### config.mk
export PLATFORM = sky130hd
export DESIGN_NAME = timed_event_queue_core_flat
export DESIGN_NICKNAME = d
export VERILOG_FILES = /design/src/sv/teq_pkg.sv /design/src/sv/teq_req_if.sv /design/src/sv/teq_rsp_if.sv /design/src/sv/teq_store.sv /design/src/sv/timed_event_queue_core.sv /design/src/flat_wrapper.sv
export SDC_FILE = /design/constraint.sdc
export NUM_CORES = 1
export LEC_CHECK = 0
export BUFFER_PORTS_ARGS = -buffer_cell sky130_fd_sc_hd__buf_2
export CAP_MARGIN = 20
export CORE_MARGIN = 10
export CORE_UTILIZATION = 60
export DETAILED_ROUTE_END_ITERATION = 10
export PLACE_DENSITY = 0.77
export RECOVER_POWER = 25
export SLEW_MARGIN = 10
export SYNTH_ARGS = -nofsm -noshare
export SYNTH_HDL_FRONTEND = slang
export SYNTH_HIERARCHICAL = 1
export SYNTH_SLANG_ARGS = --single-unit
### constraint.sdc
create_clock -name clock -period 19.9 [get_ports clock]
set_input_delay 0.995 -clock clock [delete_from_list [all_inputs] [get_ports clock]]
set_output_delay 0.995 -clock clock [all_outputs]
set_load 0.05 [all_outputs]
### src/sv/teq_pkg.sv
`timescale 1ns / 1ps
// Shared types and constants of the timed event queue.
// No dependencies; every other file of the block imports this package.
package teq_pkg;

   localparam int DEPTH_DEFAULT = 16;
   localparam int KIND_W        = 3;
   localparam int TIME_W        = 32;
   localparam int TAG_W         = 16;
   localparam int STATUS_W      = 3;
   localparam int CNT_W         = 5;

   typedef enum logic [KIND_W-1:0] {
      KIND_ADD        = 3'd0,
      KIND_ADD_FUTURE = 3'd1,
      KIND_REMOVE_AT  = 3'd2,
      KIND_ADVANCE    = 3'd3,
      KIND_LIST_AT    = 3'd4,
      KIND_LIST_ALL   = 3'd5
   } kind_type;

   typedef enum logic [STATUS_W-1:0] {
      STATUS_DUE     = 3'd0,
      STATUS_LISTED  = 3'd1,
      STATUS_ADDED   = 3'd2,
      STATUS_FULL    = 3'd3,
      STATUS_SKIPPED = 3'd4,
      STATUS_REMOVED = 3'd5
   } status_type;

   typedef struct packed {
      logic [TIME_W-1:0] due_time;
      logic [TAG_W-1:0]  tag;
   } entry_type;

   typedef struct packed {
      status_type        status;
      logic [TIME_W-1:0] due_time;
      logic [TAG_W-1:0]  tag;
      logic [CNT_W-1:0]  removed_count;
   } result_type;

endpackage

### src/sv/teq_req_if.sv
`timescale 1ns / 1ps
// Request channel of the timed event queue: valid/ready plus one operation item.
// Depends on teq_pkg for field widths.
interface teq_req_if;
   import teq_pkg::*;

   logic              valid;
   logic              ready;
   logic [KIND_W-1:0] kind;
   logic [TIME_W-1:0] time_value;
   logic [TAG_W-1:0]  event_tag;

   modport source (output valid, kind, time_value, event_tag, input ready);
   modport sink   (input valid, kind, time_value, event_tag, output ready);
endinterface

### src/sv/teq_rsp_if.sv
`timescale 1ns / 1ps
// Response channel of the timed event queue: valid/ready plus one result item.
// Depends on teq_pkg for field widths.
interface teq_rsp_if;
   import teq_pkg::*;

   logic                valid;
   logic                ready;
   logic [STATUS_W-1:0] status;
   logic [TIME_W-1:0]   event_time;
   logic [TAG_W-1:0]    event_tag_res;
   logic [CNT_W-1:0]    removed_count;
   logic                last;

   modport source (output valid, status, event_time, event_tag_res, removed_count, last,
                   input ready);
   modport sink   (input valid, status, event_time, event_tag_res, removed_count, last,
                   output ready);
endinterface

### src/sv/teq_store.sv
`timescale 1ns / 1ps
// Event storage: one write port, one read port with registered read data.
// Depends on teq_pkg for the entry type.
module teq_store #(
   parameter  int DEPTH = teq_pkg::DEPTH_DEFAULT,
   localparam int AW    = $clog2(DEPTH)
) (
   input  logic                clock,
   input  logic                wr_en,
   input  logic [AW-1:0]       wr_addr,
   input  teq_pkg::entry_type  wr_entry,
   input  logic                rd_en,
   input  logic [AW-1:0]       rd_addr,
   output teq_pkg::entry_type  rd_entry
);
   import teq_pkg::*;

   entry_type mem [DEPTH];
   entry_type rd_entry_ff;

   always_ff @(posedge clock) begin
      if (wr_en) begin
         mem[wr_addr] <= wr_entry;
      end
      if (rd_en) begin
         rd_entry_ff <= mem[rd_addr];
      end
   end

   assign rd_entry = rd_entry_ff;

endmodule

### src/sv/timed_event_queue_core.sv
`timescale 1ns / 1ps
// Timed event queue: top level with the sequencer, compare unit and output stage.
// Depends on teq_pkg, teq_req_if, teq_rsp_if and teq_store.
//
// Usage
//   req_chan carries one operation per item: add, add if future, remove at,
//   advance, list at, list all. rsp_chan returns the results; last marks the
//   final result of an operation. Advance with nothing due and lists with no
//   match return nothing. Kinds 6 and 7 are ignored.
//   Events sit sorted by due time in a DEPTH-entry memory; ties keep arrival order.
// Timing
//   One item at a time: req ready is high only while the sequencer is idle.
//   Remove, advance and list walk every stored event, an add only those later
//   than its new time, through the single memory read port, one event per
//   cycle while no result is held up, through one shared compare unit. A
//   full or skipped add, or an add to an empty queue, needs no walk.
// Reset
//   Synchronous, active high: queue empty, current time zero, no result held.
//   The memory is not cleared; only slots below the event count are read.
// Stall
//   Results go out through a one-entry output register backed by a one-entry
//   pending stage. When the receiver stalls, the scan holds in place until the
//   output register frees; nothing is dropped.
module timed_event_queue_core #(
   parameter int DEPTH = teq_pkg::DEPTH_DEFAULT
) (
   input  logic        clock,
   input  logic        reset,
   teq_req_if.sink     req_chan,
   teq_rsp_if.source   rsp_chan
);
   import teq_pkg::*;

   localparam int AW = $clog2(DEPTH);
   localparam int CW = $clog2(DEPTH + 1);

   typedef enum logic [2:0] {
      S_IDLE,
      S_START,
      S_SCAN,
      S_PUT,
      S_FIN
   } state_type;

   typedef struct packed {
      result_type res;
      logic       last;
   } rsp_type;

   state_type         state_ff,     state_in;
   kind_type          kind_ff,      kind_in;
   logic [TIME_W-1:0] key_ff,       key_in;
   logic [TAG_W-1:0]  tag_ff,       tag_in;
   logic [TIME_W-1:0] cur_time_ff,  cur_time_in;
   logic [CW-1:0]     count_ff,     count_in;
   logic [CW-1:0]     idx_ff,       idx_in;    // scan index, or insert slot
   logic [CW-1:0]     wr_ff,        wr_in;     // compaction write index
   logic              drop_ff,      drop_in;   // still in the due prefix
   logic              pend_valid_ff, pend_valid_in;
   result_type        pend_ff,      pend_in;
   logic              rsp_valid_ff, rsp_valid_in;
   rsp_type           rsp_ff,       rsp_in;

   // memory port
   logic              mem_wr_en;
   logic [AW-1:0]     mem_wr_addr;
   entry_type         mem_wr_entry;
   logic              mem_rd_en;
   logic [AW-1:0]     mem_rd_addr;
   entry_type         rd_entry;

   // shared compare unit
   logic [TIME_W-1:0] cmp_a, cmp_b;
   logic              cmp_le, cmp_eq;

   logic              out_free;
   logic              is_insert, emit, keep, stall, last_elem;
   logic [CW-1:0]     idx_inc, idx_dec, idx_dec2, count_dec, wr_next;
   entry_type         new_entry;

   teq_store #(.DEPTH(DEPTH)) u_store (
      .clock    (clock),
      .wr_en    (mem_wr_en),
      .wr_addr  (mem_wr_addr),
      .wr_entry (mem_wr_entry),
      .rd_en    (mem_rd_en),
      .rd_addr  (mem_rd_addr),
      .rd_entry (rd_entry)
   );

   assign out_free  = !rsp_valid_ff || rsp_chan.ready;
   assign is_insert = (kind_ff == KIND_ADD) || (kind_ff == KIND_ADD_FUTURE);
   assign idx_inc   = idx_ff + CW'(1);
   assign idx_dec   = idx_ff - CW'(1);
   assign idx_dec2  = idx_ff - CW'(2);
   assign count_dec = count_ff - CW'(1);
   assign last_elem = (idx_ff == count_dec);
   assign new_entry = '{due_time: key_ff, tag: tag_ff};

   // In START the unit checks "add if future"; in SCAN it checks the stored event.
   always_comb begin
      if (state_ff == S_START) begin
         cmp_a = key_ff;
         cmp_b = cur_time_ff;
      end else begin
         cmp_a = rd_entry.due_time;
         cmp_b = (kind_ff == KIND_ADVANCE) ? cur_time_ff : key_ff;
      end
   end

   assign cmp_le = (cmp_a <= cmp_b);
   assign cmp_eq = (cmp_a == cmp_b);

   // scan decisions for remove, advance and list
   assign emit  = ((kind_ff == KIND_LIST_ALL) || ((kind_ff == KIND_LIST_AT) && cmp_eq)) ||
                  ((kind_ff == KIND_ADVANCE) && drop_ff && cmp_le);
   assign keep  = ((kind_ff == KIND_REMOVE_AT) && !cmp_eq) ||
                  ((kind_ff == KIND_ADVANCE) && !(drop_ff && cmp_le));
   assign stall = emit && pend_valid_ff && !out_free;
   assign wr_next = keep ? (wr_ff + CW'(1)) : wr_ff;

   always_comb begin
      state_in      = state_ff;
      kind_in       = kind_ff;
      key_in        = key_ff;
      tag_in        = tag_ff;
      cur_time_in   = cur_time_ff;
      count_in      = count_ff;
      idx_in        = idx_ff;
      wr_in         = wr_ff;
      drop_in       = drop_ff;
      pend_valid_in = pend_valid_ff;
      pend_in       = pend_ff;
      rsp_valid_in  = rsp_valid_ff && !rsp_chan.ready;
      rsp_in        = rsp_ff;
      mem_wr_en     = 1'b0;
      mem_wr_addr   = idx_ff[AW-1:0];
      mem_wr_entry  = rd_entry;
      mem_rd_en     = 1'b0;
      mem_rd_addr   = idx_ff[AW-1:0];

      unique case (state_ff)
         S_IDLE: begin
            if (req_chan.valid) begin
               kind_in  = kind_type'(req_chan.kind);
               key_in   = req_chan.time_value;
               tag_in   = req_chan.event_tag;
               state_in = S_START;
            end
         end

         S_START: begin
            idx_in  = '0;
            wr_in   = '0;
            drop_in = 1'b1;
            unique case (kind_ff)
               KIND_ADD, KIND_ADD_FUTURE: begin
                  if ((kind_ff == KIND_ADD_FUTURE) && cmp_le) begin
                     pend_valid_in = 1'b1;
                     pend_in = '{status: STATUS_SKIPPED, due_time: key_ff, tag: tag_ff,
                                 removed_count: '0};
                     state_in = S_FIN;
                  end else if (count_ff == CW'(DEPTH)) begin
                     pend_valid_in = 1'b1;
                     pend_in = '{status: STATUS_FULL, due_time: key_ff, tag: tag_ff,
                                 removed_count: '0};
                     state_in = S_FIN;
                  end else if (count_ff == '0) begin
                     mem_wr_en     = 1'b1;
                     mem_wr_addr   = '0;
                     mem_wr_entry  = new_entry;
                     count_in      = CW'(1);
                     pend_valid_in = 1'b1;
                     pend_in = '{status: STATUS_ADDED, due_time: key_ff, tag: tag_ff,
                                 removed_count: '0};
                     state_in = S_FIN;
                  end else begin
                     // walk down from the tail, shifting later events up one slot
                     idx_in      = count_ff;
                     mem_rd_en   = 1'b1;
                     mem_rd_addr = count_dec[AW-1:0];
                     state_in    = S_SCAN;
                  end
               end
               KIND_REMOVE_AT, KIND_ADVANCE, KIND_LIST_AT, KIND_LIST_ALL: begin
                  if (kind_ff == KIND_ADVANCE) begin
                     cur_time_in = cur_time_ff + key_ff;
                  end
                  if (count_ff == '0) begin
                     if (kind_ff == KIND_REMOVE_AT) begin
                        pend_valid_in = 1'b1;
                        pend_in = '{status: STATUS_REMOVED, due_time: key_ff, tag: '0,
                                    removed_count: '0};
                     end
                     state_in = S_FIN;
                  end else begin
                     mem_rd_en   = 1'b1;
                     mem_rd_addr = '0;
                     state_in    = S_SCAN;
                  end
               end
               default: begin
                  state_in = S_IDLE;
               end
            endcase
         end

         S_SCAN: begin
            if (is_insert) begin
               if (!cmp_le) begin
                  // stored event is later: move it up into the slot above
                  mem_wr_en    = 1'b1;
                  mem_wr_addr  = idx_ff[AW-1:0];
                  mem_wr_entry = rd_entry;
                  if (idx_ff == CW'(1)) begin
                     idx_in   = '0;
                     state_in = S_PUT;
                  end else begin
                     idx_in      = idx_dec;
                     mem_rd_en   = 1'b1;
                     mem_rd_addr = idx_dec2[AW-1:0];
                  end
               end else begin
                  mem_wr_en     = 1'b1;
                  mem_wr_addr   = idx_ff[AW-1:0];
                  mem_wr_entry  = new_entry;
                  count_in      = count_ff + CW'(1);
                  pend_valid_in = 1'b1;
                  pend_in = '{status: STATUS_ADDED, due_time: key_ff, tag: tag_ff,
                              removed_count: '0};
                  state_in = S_FIN;
               end
            end else if (!stall) begin
               if (emit) begin
                  if (pend_valid_ff) begin
                     rsp_valid_in = 1'b1;
                     rsp_in       = '{res: pend_ff, last: 1'b0};
                  end
                  pend_valid_in = 1'b1;
                  pend_in = '{status: (kind_ff == KIND_ADVANCE) ? STATUS_DUE : STATUS_LISTED,
                              due_time: rd_entry.due_time, tag: rd_entry.tag,
                              removed_count: '0};
               end
               if (keep) begin
                  mem_wr_en    = 1'b1;
                  mem_wr_addr  = wr_ff[AW-1:0];
                  mem_wr_entry = rd_entry;
               end
               wr_in   = wr_next;
               drop_in = drop_ff && cmp_le;
               if (last_elem) begin
                  if (kind_ff == KIND_REMOVE_AT) begin
                     count_in      = wr_next;
                     pend_valid_in = 1'b1;
                     pend_in = '{status: STATUS_REMOVED, due_time: key_ff, tag: '0,
                                 removed_count: CNT_W'(count_ff - wr_next)};
                  end else if (kind_ff == KIND_ADVANCE) begin
                     count_in = wr_next;
                  end
                  state_in = S_FIN;
               end else begin
                  idx_in      = idx_inc;
                  mem_rd_en   = 1'b1;
                  mem_rd_addr = idx_inc[AW-1:0];
               end
            end
         end

         S_PUT: begin
            mem_wr_en     = 1'b1;
            mem_wr_addr   = '0;
            mem_wr_entry  = new_entry;
            count_in      = count_ff + CW'(1);
            pend_valid_in = 1'b1;
            pend_in = '{status: STATUS_ADDED, due_time: key_ff, tag: tag_ff,
                        removed_count: '0};
            state_in = S_FIN;
         end

         S_FIN: begin
            if (!pend_valid_ff) begin
               state_in = S_IDLE;
            end else if (out_free) begin
               rsp_valid_in  = 1'b1;
               rsp_in        = '{res: pend_ff, last: 1'b1};
               pend_valid_in = 1'b0;
               state_in      = S_IDLE;
            end
         end

         default: begin
            state_in = S_IDLE;
         end
      endcase
   end

   always_ff @(posedge clock) begin
      if (reset) begin
         state_ff      <= S_IDLE;
         cur_time_ff   <= '0;
         count_ff      <= '0;
         pend_valid_ff <= 1'b0;
         rsp_valid_ff  <= 1'b0;
      end else begin
         state_ff      <= state_in;
         cur_time_ff   <= cur_time_in;
         count_ff      <= count_in;
         pend_valid_ff <= pend_valid_in;
         rsp_valid_ff  <= rsp_valid_in;
      end
      kind_ff <= kind_in;
      key_ff  <= key_in;
      tag_ff  <= tag_in;
      idx_ff  <= idx_in;
      wr_ff   <= wr_in;
      drop_ff <= drop_in;
      pend_ff <= pend_in;
      rsp_ff  <= rsp_in;
   end

   assign req_chan.ready         = (state_ff == S_IDLE);
   assign rsp_chan.valid         = rsp_valid_ff;
   assign rsp_chan.status        = rsp_ff.res.status;
   assign rsp_chan.event_time    = rsp_ff.res.due_time;
   assign rsp_chan.event_tag_res = rsp_ff.res.tag;
   assign rsp_chan.removed_count = rsp_ff.res.removed_count;
   assign rsp_chan.last          = rsp_ff.last;

endmodule

### src/flat_wrapper.sv
// flat-port wrapper written by rule: the top's interface ports become plain ports
module timed_event_queue_core_flat import teq_pkg::*;
#(
   parameter int DEPTH = teq_pkg::DEPTH_DEFAULT
)
  (clock, reset, req_chan_valid, req_chan_kind, req_chan_time_value, req_chan_event_tag, req_chan_ready, rsp_chan_valid, rsp_chan_status, rsp_chan_event_time, rsp_chan_event_tag_res, rsp_chan_removed_count, rsp_chan_last, rsp_chan_ready);
  teq_req_if req_chan_i ();
  teq_rsp_if rsp_chan_i ();
  input  logic clock;
  input  logic reset;
  input wire logic [$bits(req_chan_i.valid)-1:0] req_chan_valid;
  input wire logic [$bits(req_chan_i.kind)-1:0] req_chan_kind;
  input wire logic [$bits(req_chan_i.time_value)-1:0] req_chan_time_value;
  input wire logic [$bits(req_chan_i.event_tag)-1:0] req_chan_event_tag;
  output wire logic [$bits(req_chan_i.ready)-1:0] req_chan_ready;
  output wire logic [$bits(rsp_chan_i.valid)-1:0] rsp_chan_valid;
  output wire logic [$bits(rsp_chan_i.status)-1:0] rsp_chan_status;
  output wire logic [$bits(rsp_chan_i.event_time)-1:0] rsp_chan_event_time;
  output wire logic [$bits(rsp_chan_i.event_tag_res)-1:0] rsp_chan_event_tag_res;
  output wire logic [$bits(rsp_chan_i.removed_count)-1:0] rsp_chan_removed_count;
  output wire logic [$bits(rsp_chan_i.last)-1:0] rsp_chan_last;
  input wire logic [$bits(rsp_chan_i.ready)-1:0] rsp_chan_ready;
  assign req_chan_i.valid = req_chan_valid;
  assign req_chan_i.kind = req_chan_kind;
  assign req_chan_i.time_value = req_chan_time_value;
  assign req_chan_i.event_tag = req_chan_event_tag;
  assign req_chan_ready = req_chan_i.ready;
  assign rsp_chan_valid = rsp_chan_i.valid;
  assign rsp_chan_status = rsp_chan_i.status;
  assign rsp_chan_event_time = rsp_chan_i.event_time;
  assign rsp_chan_event_tag_res = rsp_chan_i.event_tag_res;
  assign rsp_chan_removed_count = rsp_chan_i.removed_count;
  assign rsp_chan_last = rsp_chan_i.last;
  assign rsp_chan_i.ready = rsp_chan_ready;
  timed_event_queue_core #(.DEPTH(DEPTH)) u_core (.clock(clock), .reset(reset), .req_chan(req_chan_i), .rsp_chan(rsp_chan_i));
endmodule
# Word level (Yosys, flattened, before mapping)
# Memory sizes are Yosys's and may differ from the RTL's. A register that Yosys moved wholly into a read port is not among the register bits.
# Cells that the tools add are included.
# word_totals
register_bits	217
ram_bits	768
input_bits	55
output_inout_bits	59
elab_cells	237
memories	1
# mem_list
memory	words	word_bits	rd	rd_ports_with_merged_regs	write_ports	line_no	text
u_core.u_store.mem	16	48	1	1	1	teq_store.sv:18	entry_type mem [DEPTH];
# classes
n_addsub	8
order_cmp	1
eq_ne	36
n_mux	133
n_reduce_logical	38
# op_table
cell	n
two-way mux 56 bit	11
two-way mux 57 bit	6
two-way mux 48 bit	6
case mux 56 bit (3 select lines)	1
case mux 48 bit (3 select lines)	1
case mux 57 bit (2 select lines)	1
case mux 56 bit (2 select lines)	1
two-way mux 5 bit	22
two-way mux 32 bit	3
two-way mux 4 bit	16
two-way mux 1 bit	39
two-way mux 3 bit	11
adder 32 bit	1
equality test 32 bit	1
<= comparator 32 bit	1
AND reduction 7 bit	3
case mux 5 bit (2 select lines)	2
case mux 4 bit (2 select lines)	2
adder 5 x 1 -> 5 bit, second input constant	3
inequality test 3 bit, second input constant	5
case mux 3 bit (5 select lines)	1
case mux 5 bit (3 select lines)	1
inequality test 2 bit, second input constant	7
equality test 3 x 2 -> 1 bit, second input constant	4
other kinds (34)	67

# Depth between registers and ports, before layout
# Gate-level depths: netlist of run 1.
# logic_depth
word_depth	15
mapped_depth	25
ltp_nobuf	21

# Cells and area by module
# Netlist of run 1, hierarchy kept.
# modules_own_cells
module	instances	cells_per_inst	area_per_inst_um2	seq_area_each_um2
teq_store	1	1242	30171.4	24503.5
timed_event_queue_core	1	1276	13013.7	6095.8

# Worst setup path before layout of run 1
# OpenSTA, ideal clock, no wires.
# synth_path
path_kind	register -> register
start	register u_core.kind_ff[1]
end	memory u_core/u_store/mem[0][0] in the netlist's numbering (enable)
setup_ps	513
arrival_time_ps	7763
t_required_ps	19387
path_slack_ps	11624
stages_incl_launch_ff	20
n_path_buf	2
period_less_slack_ps	8276
cell_sequence	edfxtp_1 clkbuf_1 inv_1 nor2_1 nand2_1 nand2_1 buf_1 mux2i_1 ha_1 nand4_2 nor4_4 nor3b_4 a211oi_2 o21ai_4 nand4_4 a21oi_1 o21ai_0 a32o_1 or3b_2 nor3_1
# synth_via
elab_cells_between_ends	40
classes_between	order compare: 1; eq/ne: 6; mux: 16; reduce/logical: 17
# synth_rtl
element	line_no	text
from (decl)	timed_event_queue_core.sv:51	kind_type kind_ff, kind_in;
from (signal assigned)	timed_event_queue_core.sv:311	kind_ff <= kind_in;
equality test 3 x 2 -> 1 bit	timed_event_queue_core.sv:107, timed_event_queue_core.sv:116, timed_event_queue_core.sv:118	
two-way mux 32 bit	timed_event_queue_core.sv:107	cmp_b = (kind_ff == KIND_ADVANCE) ? cur_time_ff : key_ff;
two-way mux 32 bit	timed_event_queue_core.sv:102	if (state_ff == S_START) begin
<= comparator 32 bit or equality test 32 bit (tied branches)	timed_event_queue_core.sv:111, timed_event_queue_core.sv:112	
logical AND 1 bit, on equally long branches	timed_event_queue_core.sv:118, timed_event_queue_core.sv:115	
logical NOT 1 bit or logical OR 1 bit (tied branches)	timed_event_queue_core.sv:118, timed_event_queue_core.sv:115	
logical AND 1 bit or logical OR 1 bit (tied branches)	timed_event_queue_core.sv:118, timed_event_queue_core.sv:115	
logical OR 1 bit or logical AND 1 bit (tied branches)	timed_event_queue_core.sv:117, timed_event_queue_core.sv:119	
two-way mux 4 bit or logical AND 1 bit (tied branches)	timed_event_queue_core.sv:244, timed_event_queue_core.sv:119	
two-way mux 4 bit	timed_event_queue_core.sv:233	end else if (!stall) begin
two-way mux 4 bit	timed_event_queue_core.sv:209	if (is_insert) begin
case mux 4 bit (3 select lines) (*)	timed_event_queue_core.sv:142	unique case (state_ff)
named net u_core.mem_wr_addr[2]	timed_event_queue_core.sv:66	logic [AW-1:0] mem_wr_addr;
to (decl)	teq_store.sv:18	
# Mark *: on every way through the listed nets, which the timed path passes. The rest lies on a longest branch.

==> flow_metrics.tcl, run 1 <==
set metrics [dict create \
    outcome "finished with violations" \
    violations "max-capacitance violations, max-slew violations" \
    synth_top_family_by_area "multiplexers" \
    viasPerCell 6.639 \
    layout_commonest_cell "edfxtp_1" \
    layout_common_cells "991 x edfxtp_1, 288 x nand2_1, 192 x mux4_2, 101 x clkbuf_16, 97 x a22oi_1" \
    die_h_um 288.3 \
    ys_seq_elements 1033 \
    io_buffer_count 113 \
    fmax_ghz 0.08358 \
    dp_cells 3493 \
    design_power_total_w 0.008515 \
    cp_common_cell "clkbuf_1" \
    instances_no_fill 3678 \
    grt_max_degree 141 \
    worstPathRequired_ns 20.24 \
    fin_area_um2 47980 \
    finClkSkew_ns 0.02810 \
    worstSetupPathType "reg2reg" \
    synth_xor_area_share_pct 0.8634 \
    yosysWarnings 6 \
    synth-adder-area-share_pct 2.271 \
    cts_tree "yes" \
    min-delay-start "u_core/pend_ff[20]" \
    antenna_found_initial 2 \
    cts.sinks 1033 \
    hold_buffers 0 \
    placed_area_um2 44850 \
    path_cells "clkinv_1 -> nand3_1 -> clkbuf_1 -> nand2_1 -> mux2i_1 -> ha_1 -> nand4_1 -> nor4_1 -> nor3b_1 -> a211oi_1 -> o21ai_0 -> nand4_4 -> a21oi_1 -> clkbuf_1 -> nand3_1 -> o21ai_0 -> clkbuf_1" \
    groute.usage.overall_pct 26.18 \
    io_pins 114 \
    n_fill_cell 4610 \
    power_density_nw_per_um2 177.5 \
    dp_slack_ns 10.96 \
    routabilityCongestion 0.8979 \
    max_cap_viol_count 14 \
    dp_hpwl_um 55410 \
    cp_max_fo 49 \
    grt_pass1_wl_um 161200 \
    fin_nets 2780 \
    crit_path_start "u_core/state_ff[1]" \
    cts_resized 0 \
    hold_path.class "reg2reg" \
    die_w_um 288.3 \
    avgRoutedWirePerCell_um 29.46 \
    peakVddDrop_uv 159.6 \
    dieArea_um2 83110 \
    syn2layout_area_growth_pct 11.09 \
    fin_ws_ns 7.936 \
    cts-buffers-inserted 100 \
    cp_slowest_cell "clkbuf_1" \
    cts_max_path_buffers 3 \
    worst_pin_slew_ns 4.632 \
    cts_root_buf "clkbuf_16" \
    drt_wl_total_um 108400 \
    period_share_pct 60.12 \
    cp.arrival_ns 12.31 \
    n_antenna_cell 0 \
    crit_path_start_kind "register" \
    synth_cell_types 86 \
    vias 24420 \
    first_pass_iters 5 \
    slew_violations 503 \
    syn_area_per_cell_um2 17.15 \
    h-tree-depth 3 \
    period_minus_slack_ns 11.96 \
    core_area_um2 71360 \
    reg2reg_from "u_core/state_ff[1]" \
    drive_gt1_share_pct 18.44 \
    synth.top_cell.area_share_pct 68.91 \
    hold_viol_final 0 \
    syn_nets 2650 \
    rsz0062_at_grt "false" \
    clkTransAtPathRegs_ns 0.07 \
    synthesis.area_um2 43190 \
    start_util_pct 60.51 \
    drc 0 \
    synth_area_leaders "edfxtp_1 69%, mux4_2 10%, nand2_1 2.5%, ha_1 2.2%, dfxtp_1 1.9%" \
    yosys.area.top_type "edfxtp_1" \
    p_leak_nw 16.11 \
    slew_headroom_pct -208.8 \
    worst_setup_path_end_kind "register" \
    muxShareOfSynthArea_pct 13.21 \
    synthFlopType "edfxtp_1" \
    rows 98 \
    synth_edf_count 991 \
    ant_nets 0 \
    max_stage_delay_ns 3.04 \
    overflow 0 \
    drtIter0Drc 2808 \
    syn_inst 2518 \
    ys_seq_area_share_pct 70.86 \
    synth-simple-area-share_pct 5.088 \
    clk_latency_ns 0.67 \
    setup_viol 0 \
    grt_pass1_vias 24960 \
    synth_compound_area_share_pct 6.070 \
    cts_setup_buffers 0 \
    synthArstFlopShare_pct 0 \
    tns_ns 0 \
]
-- per-layer routing --
metal | global-route usage (%) | wire (um) | up-vias
li1 | - | - | 10310
met1 | 34.73 | 39990 | 12380
met2 | 42.77 | 53240 | 1479
met3 | 4.849 | 11050 | 257
met4 | 10.52 | 4070 | 0
met5 | 0 | 0 | -
-- flip-flops by register name, summed over array words and instances, names as in the netlist, 3 cells and up --
signal / flops
u_core/wr_ff: 5
u_core/rsp_chan.event_time: 32
u_core/state_ff: 3
u_core/key_ff: 32
u_core/cur_time_ff: 32
u_core/pend_ff: 56
u_core/count_ff: 5
u_core/idx_ff: 5
u_core/u_store/rd_entry: 48
u_core/rsp_chan.event_tag_res: 16
u_core/u_store/mem: 768
u_core/rsp_chan.status: 3
u_core/tag_ff: 16
u_core/rsp_chan.removed_count: 5
u_core/kind_ff: 3
-- cells in the mapped netlist (all sizes together), types with 6 or more instances --
| library cell | n |
|---|---|
| o21a | 8 |
| nor3 | 27 |
| nor2 | 75 |
| edfxtp | 991 |
| inv | 30 |
| clkbuf | 66 |
| xnor2 | 28 |
| o21bai | 7 |
| a31oi | 8 |
| or3 | 6 |
| a211oi | 8 |
| nand2 | 290 |
| nand3 | 29 |
| a22oi | 97 |
| nand3b | 6 |
| a21o | 12 |
| o22ai | 6 |
| ha | 76 |
| o21ai | 92 |
| xor2 | 12 |
| a21oi | 92 |
| nand2b | 10 |
| dfxtp | 42 |
| buf | 60 |
| nor2b | 7 |
| mux2 | 49 |
| mux2i | 83 |
| and3 | 9 |
| nand4 | 13 |
| mux4 | 192 |
| and2 | 9 |
-- where the power goes --
group / internal (W) / leakage [nW] / switching (W)
logic: 0.00124 / 5.17 / 0.00194
registers: 0.00317 / 9.32 / 0.000251
clock network: 0.00112 / 1.61 / 0.000806
-- worst max-delay path: cells and delay by family, from the launching register on --
family | cells | cell delay [ns]
compound gates | 4 | 1.27
fa+ha+maj | 1 | 0.41
buf+inv | 4 | 5.23
flops | 1 | 0.44
mux | 1 | 0.38
simple gates | 7 | 3.80
-- cell type report --
cell class	count	area (um^2)	area share, %
tap	950	1189	2.478
clock inverter	64	729.5	1.520
timing repair buffer	154	785.8	1.638
inverter	31	116.4	0.2425
clock buffer	118	2591	5.401
multi-input combinational	1328	11970	24.94
sequential	1033	30600	63.78
-- worst paths after layout --
path | end | slack [ns] | depth (start not counted)
min reg2reg | u_core/rsp_chan.event_tag_res[15] | 0.45 | 0
max | u_core/u_store/mem[12][46] | 7.94 | 17
max reg2reg | u_core/u_store/mem[12][46] | 7.94 | 17
min | u_core/rsp_chan.event_tag_res[15] | 0.45 | 0
-- cells by family (layout without fill, tap and decap cells) --
| logic type | count (synthesis) | in the layout |
|---|---|---|
| flops | 1033 | 1033 |
| xor+xnor | 41 | 41 |
| compound gates | 391 | 391 |
| buf+inv | 157 | 367 |
| simple gates | 494 | 494 |
| fa+ha+maj | 78 | 78 |
| mux | 324 | 324 |
-- through the flow --
stage          utilization (%)  hold slack (ns)
5_1_grt                  67.23           0.4507
2_1_floorplan                -           0.4260
6_report                 67.23           0.4467
3_5_place_dp             62.84           0.4366
3_3_place_gp             62.84           0.4385
4_1_cts                  67.49           0.4439
No activity file was read; power rests on OpenSTA's default activity.
==> run 2: changes to the inputs <==
--- a/config.mk
+++ b/config.mk
@@ -5,10 +5,11 @@
 export SDC_FILE = /design/constraint.sdc
 export NUM_CORES = 1
 export LEC_CHECK = 0
+export ABC_AREA = 1
 export BUFFER_PORTS_ARGS = -buffer_cell sky130_fd_sc_hd__buf_2
 export CAP_MARGIN = 20
 export CORE_MARGIN = 10
-export CORE_UTILIZATION = 60
+export CORE_UTILIZATION = 57
 export DETAILED_ROUTE_END_ITERATION = 10
 export PLACE_DENSITY = 0.77
 export RECOVER_POWER = 25
==> constraint.sdc (replaced) <==
create_clock -name clock -period 9.6 [get_ports clock]
set_input_delay 0.48 -clock clock [delete_from_list [all_inputs] [get_ports clock]]
set_output_delay 0.48 -clock clock [all_outputs]
set_load 0.05 [all_outputs]
==> run 2 against run 1 <==
Net effect:
- the flow still finishes with violations (max-capacitance violations, max-slew violations)
- first-iteration DRC count rose by 47%
- sequential power rose by 54%
- maximum frequency rose by 44%
- clock-buffer cell count fell by 3
- area after synthesis rose by 11%
- critical path type unchanged
- critical endpoint is now u_core/u_store/mem[14][34]
- largest power group unchanged
==> flow_metrics.tcl, run 2 <==
set metrics [dict create \
    drive_gt1_share_pct 6.519 \
    cp_slowest_cell "nor2_4" \
    setup_viol 0 \
    cts_tree "yes" \
    yosysMostFrequentCell "nand2_1" \
    fin_area_um2 53570 \
    worst_setup_path_end_kind "register" \
    multiInputGateArea_um2 13190 \
    yosys.area.top_type "edfxtp_1" \
    peakVddDrop_uv 168.7 \
    synth_cell_types 52 \
    drc 0 \
    h-tree-depth 3 \
    clkTransAtPathRegs_ns 0.07 \
    cts_root_buf "clkbuf_16" \
    worstSetupPathType "reg2reg" \
    viasPerCell 5.709 \
    synthFlopType "edfxtp_1" \
    cts-buffers-inserted 101 \
    routabilityCongestion 0.9429 \
    rows 106 \
    p_leak_nw 22.55 \
    largest_reg_flops 768 \
    slew_headroom_pct -123.0 \
    die_w_um 310.4 \
    synthesis.area_um2 48080 \
    layout_common_cells "1333 x nand2_1, 991 x edfxtp_1, 850 x inv_1, 635 x nand3_1, 160 x o21ai_0" \
    io_buffer_count 113 \
    clk_latency_ns 0.69 \
    hold_viol_final 0 \
    power_density_nw_per_um2 209.6 \
    fmax_ghz 0.1207 \
    cp_max_fo 50 \
    drtIter0Drc 4140 \
    grt_pass1_vias 33690 \
    tns_ns 0 \
    slew_violations 209 \
    n_fill_cell 6260 \
    synth_top_family_by_area "simple AND/OR/NAND/NOR gates" \
    synth-adder-area-share_pct 2.019 \
    grt_max_degree 211 \
    path_cells "nor2_1 -> inv_1 -> nor2_1 -> inv_1 -> nand2_2 -> o21ai_0 -> ha_1 -> nand2_1 -> nor4_4 -> nand2_1 -> nand2_1 -> nand2_1 -> nor2_1 -> nor3_4 -> nor2_1 -> inv_1 -> nand2_1 -> a31oi_1 -> o21ai_0 -> nand3_1 -> nor2_4 -> buf_4" \
    synth.top_cell.area_share_pct 61.89 \
    dp_hpwl_um 75480 \
    dp_slack_ns 1.914 \
    start_util_pct 57.45 \
    min-delay-start "req_chan_kind[0]" \
    rr_worst_depth 22 \
    cp.arrival_ns 8.59 \
    cts_setup_buffers 0 \
    synth_compound_area_share_pct 5.457 \
    placed_area_um2 49620 \
    first_pass_iters 6 \
    rsz0062_at_grt "false" \
    synthArstFlopShare_pct 0 \
    fin_nets 5095 \
    r2r_slack_ns 1.31 \
    hold_path.class "in2reg" \
    outcome "finished with violations" \
    cp_common_cell "nand2_1" \
    r2r-end "u_core/u_store/mem[14][34]" \
    syn_area_per_cell_um2 9.945 \
    crit_path_start_kind "register" \
    synth_edf_count 991 \
    ys_seq_area_share_pct 63.64 \
    vias 35290 \
    period_share_pct 86.33 \
    finClkSkew_ns 0.03873 \
    synth_xor_area_share_pct 0.5282 \
    cts.sinks 1033 \
    period_minus_slack_ns 8.288 \
    yosysWarnings 6 \
    syn_nets 4967 \
    holdPathStages 1 \
    die_h_um 310.4 \
    synth-simple-area-share_pct 18.74 \
    design_power_total_w 0.01123 \
    muxShareOfSynthArea_pct 0.2914 \
    syn_inst 4835 \
    ant_nets 0 \
    layout_commonest_cell "nand2_1" \
    overflow 0 \
    dp_cells 5928 \
    worst_pin_slew_ns 3.345 \
    grt_pass1_wl_um 196700 \
    violations "max-capacitance violations, max-slew violations" \
    hold_end "u_core/kind_ff[0]" \
    dieArea_um2 96370 \
    worstPathRequired_ns 9.90 \
    io_pins 114 \
    core_area_um2 83690 \
    instances_no_fill 6182 \
    max_cap_viol_count 5 \
    synthTopCellsByCount "1332 x nand2_1, 991 x edfxtp_1, 851 x inv_1, 635 x nand3_1, 160 x o21ai_0" \
    largest-register "u_core/u_store/mem" \
    cts_max_path_buffers 3 \
    fin_ws_ns 1.312 \
    groute.usage.overall_pct 26.58 \
    reg2reg_from "u_core/kind_ff[2]" \
    syn2layout_area_growth_pct 11.42 \
    synth_area_leaders "edfxtp_1 62%, nand2_1 10%, inv_1 6.6%, nand3_1 6.6%, ha_1 2.0%" \
    antenna_found_initial 3 \
    seq_area_um2 30600 \
    max_stage_delay_ns 0.84 \
    ys_seq_elements 1033 \
    avgRoutedWirePerCell_um 21.09 \
    drt_wl_total_um 130400 \
]
## run 2: changes by cell type in the layout (fill, tap and decap cells not counted), sizes merged, moves of 49 or more
cell         change
nand2         +1047
inv            +828
nand3          +607
mux4           -192
o21ai          +101
a22oi           -94
mux2i           -69
nor2            +61
dlygate4sd3     +50
mux2            -49
## run 2: cells by family after synthesis
logic type | after synthesis
muxes | 14
adders and majority gates | 77
and+or+nand+nor | 2145
xor gates and xnor gates | 29
DFF | 1033
buffers and inverters | 1084
AOI/OAI and AO/OA | 453
## run 2: how the worst max path moves through the flow
stage / slack (ns) / cells past startpoint / endpoint / from
6_report: 1.31 / 22 / u_core/u_store/mem[14][34] / u_core/kind_ff[2]
5_1_grt: 0.74 / 24 / u_core/u_store/mem[15][38] / u_core/kind_ff[2]
4_1_cts: 1.87 / 25 / u_core/u_store/rd_entry[7] / u_core/kind_ff[2]
3_5_place_dp: 1.91 / 32 / u_core/u_store/rd_entry[13] / u_core/kind_ff[2]
3_3_place_gp: 2.03 / 32 / u_core/u_store/rd_entry[13] / u_core/kind_ff[2]
2_1_floorplan: 0.29 / 24 / u_core/pend_ff[0] / u_core/state_ff[0]
## run 2: layout make-up
| class | count | area share [%] |
|---|---|---|
| clock inverter | 72 | 1.537 |
| multi-input combinational | 2718 | 24.61 |
| timing repair buffer | 247 | 3.127 |
| inverter | 862 | 6.077 |
| sequential | 1033 | 57.12 |
| tap | 1134 | 2.648 |
| antenna | 1 | 0.004671 |
| clock buffer | 115 | 4.874 |
## run 2: routing by layer
metal	vias to the layer above	track usage [%]	wire (um)
li1	16210	-	-
met1	16620	35.30	49440
met2	2112	42.81	61230
met3	350	4.907	14710
met4	0	11.09	4968
met5	-	0	0
## run 2: report_power, final
part           total [W]  internal (W)  switching (W)
sequential       0.00526       0.00517      0.0000884
combinational    0.00189      0.000522        0.00136
clock            0.00408       0.00235        0.00173
## run 2: what timing repair did
action	CTS	global route
hold buffers	50	0
endpoints found under the hold margin	50	0
gates resized for setup	0	0
## run 2: worst max-delay path: cells and delay by family, from the launching register on
kind,cells,cell delay [ns]
AND/OR/NAND/NOR,14,5.24
AO/OA/AOI/OAI,3,0.86
adder cells (fa/ha/maj),1,0.36
flip-flops,1,0.46
buffers and inverters,4,0.92
## run 2: through the flow
| stage | util (%) | hold slack [ns] |
|---|---|---|
| 4_1_cts | 64.00 | 0.004784 |
| 5_1_grt | 64.01 | 0.07358 |
| 3_3_place_gp | 59.26 | 0.4324 |
| 2_1_floorplan | - | 0.4267 |
| 3_5_place_dp | 59.29 | 0.4325 |
| 6_report | 64.01 | 0.09047 |
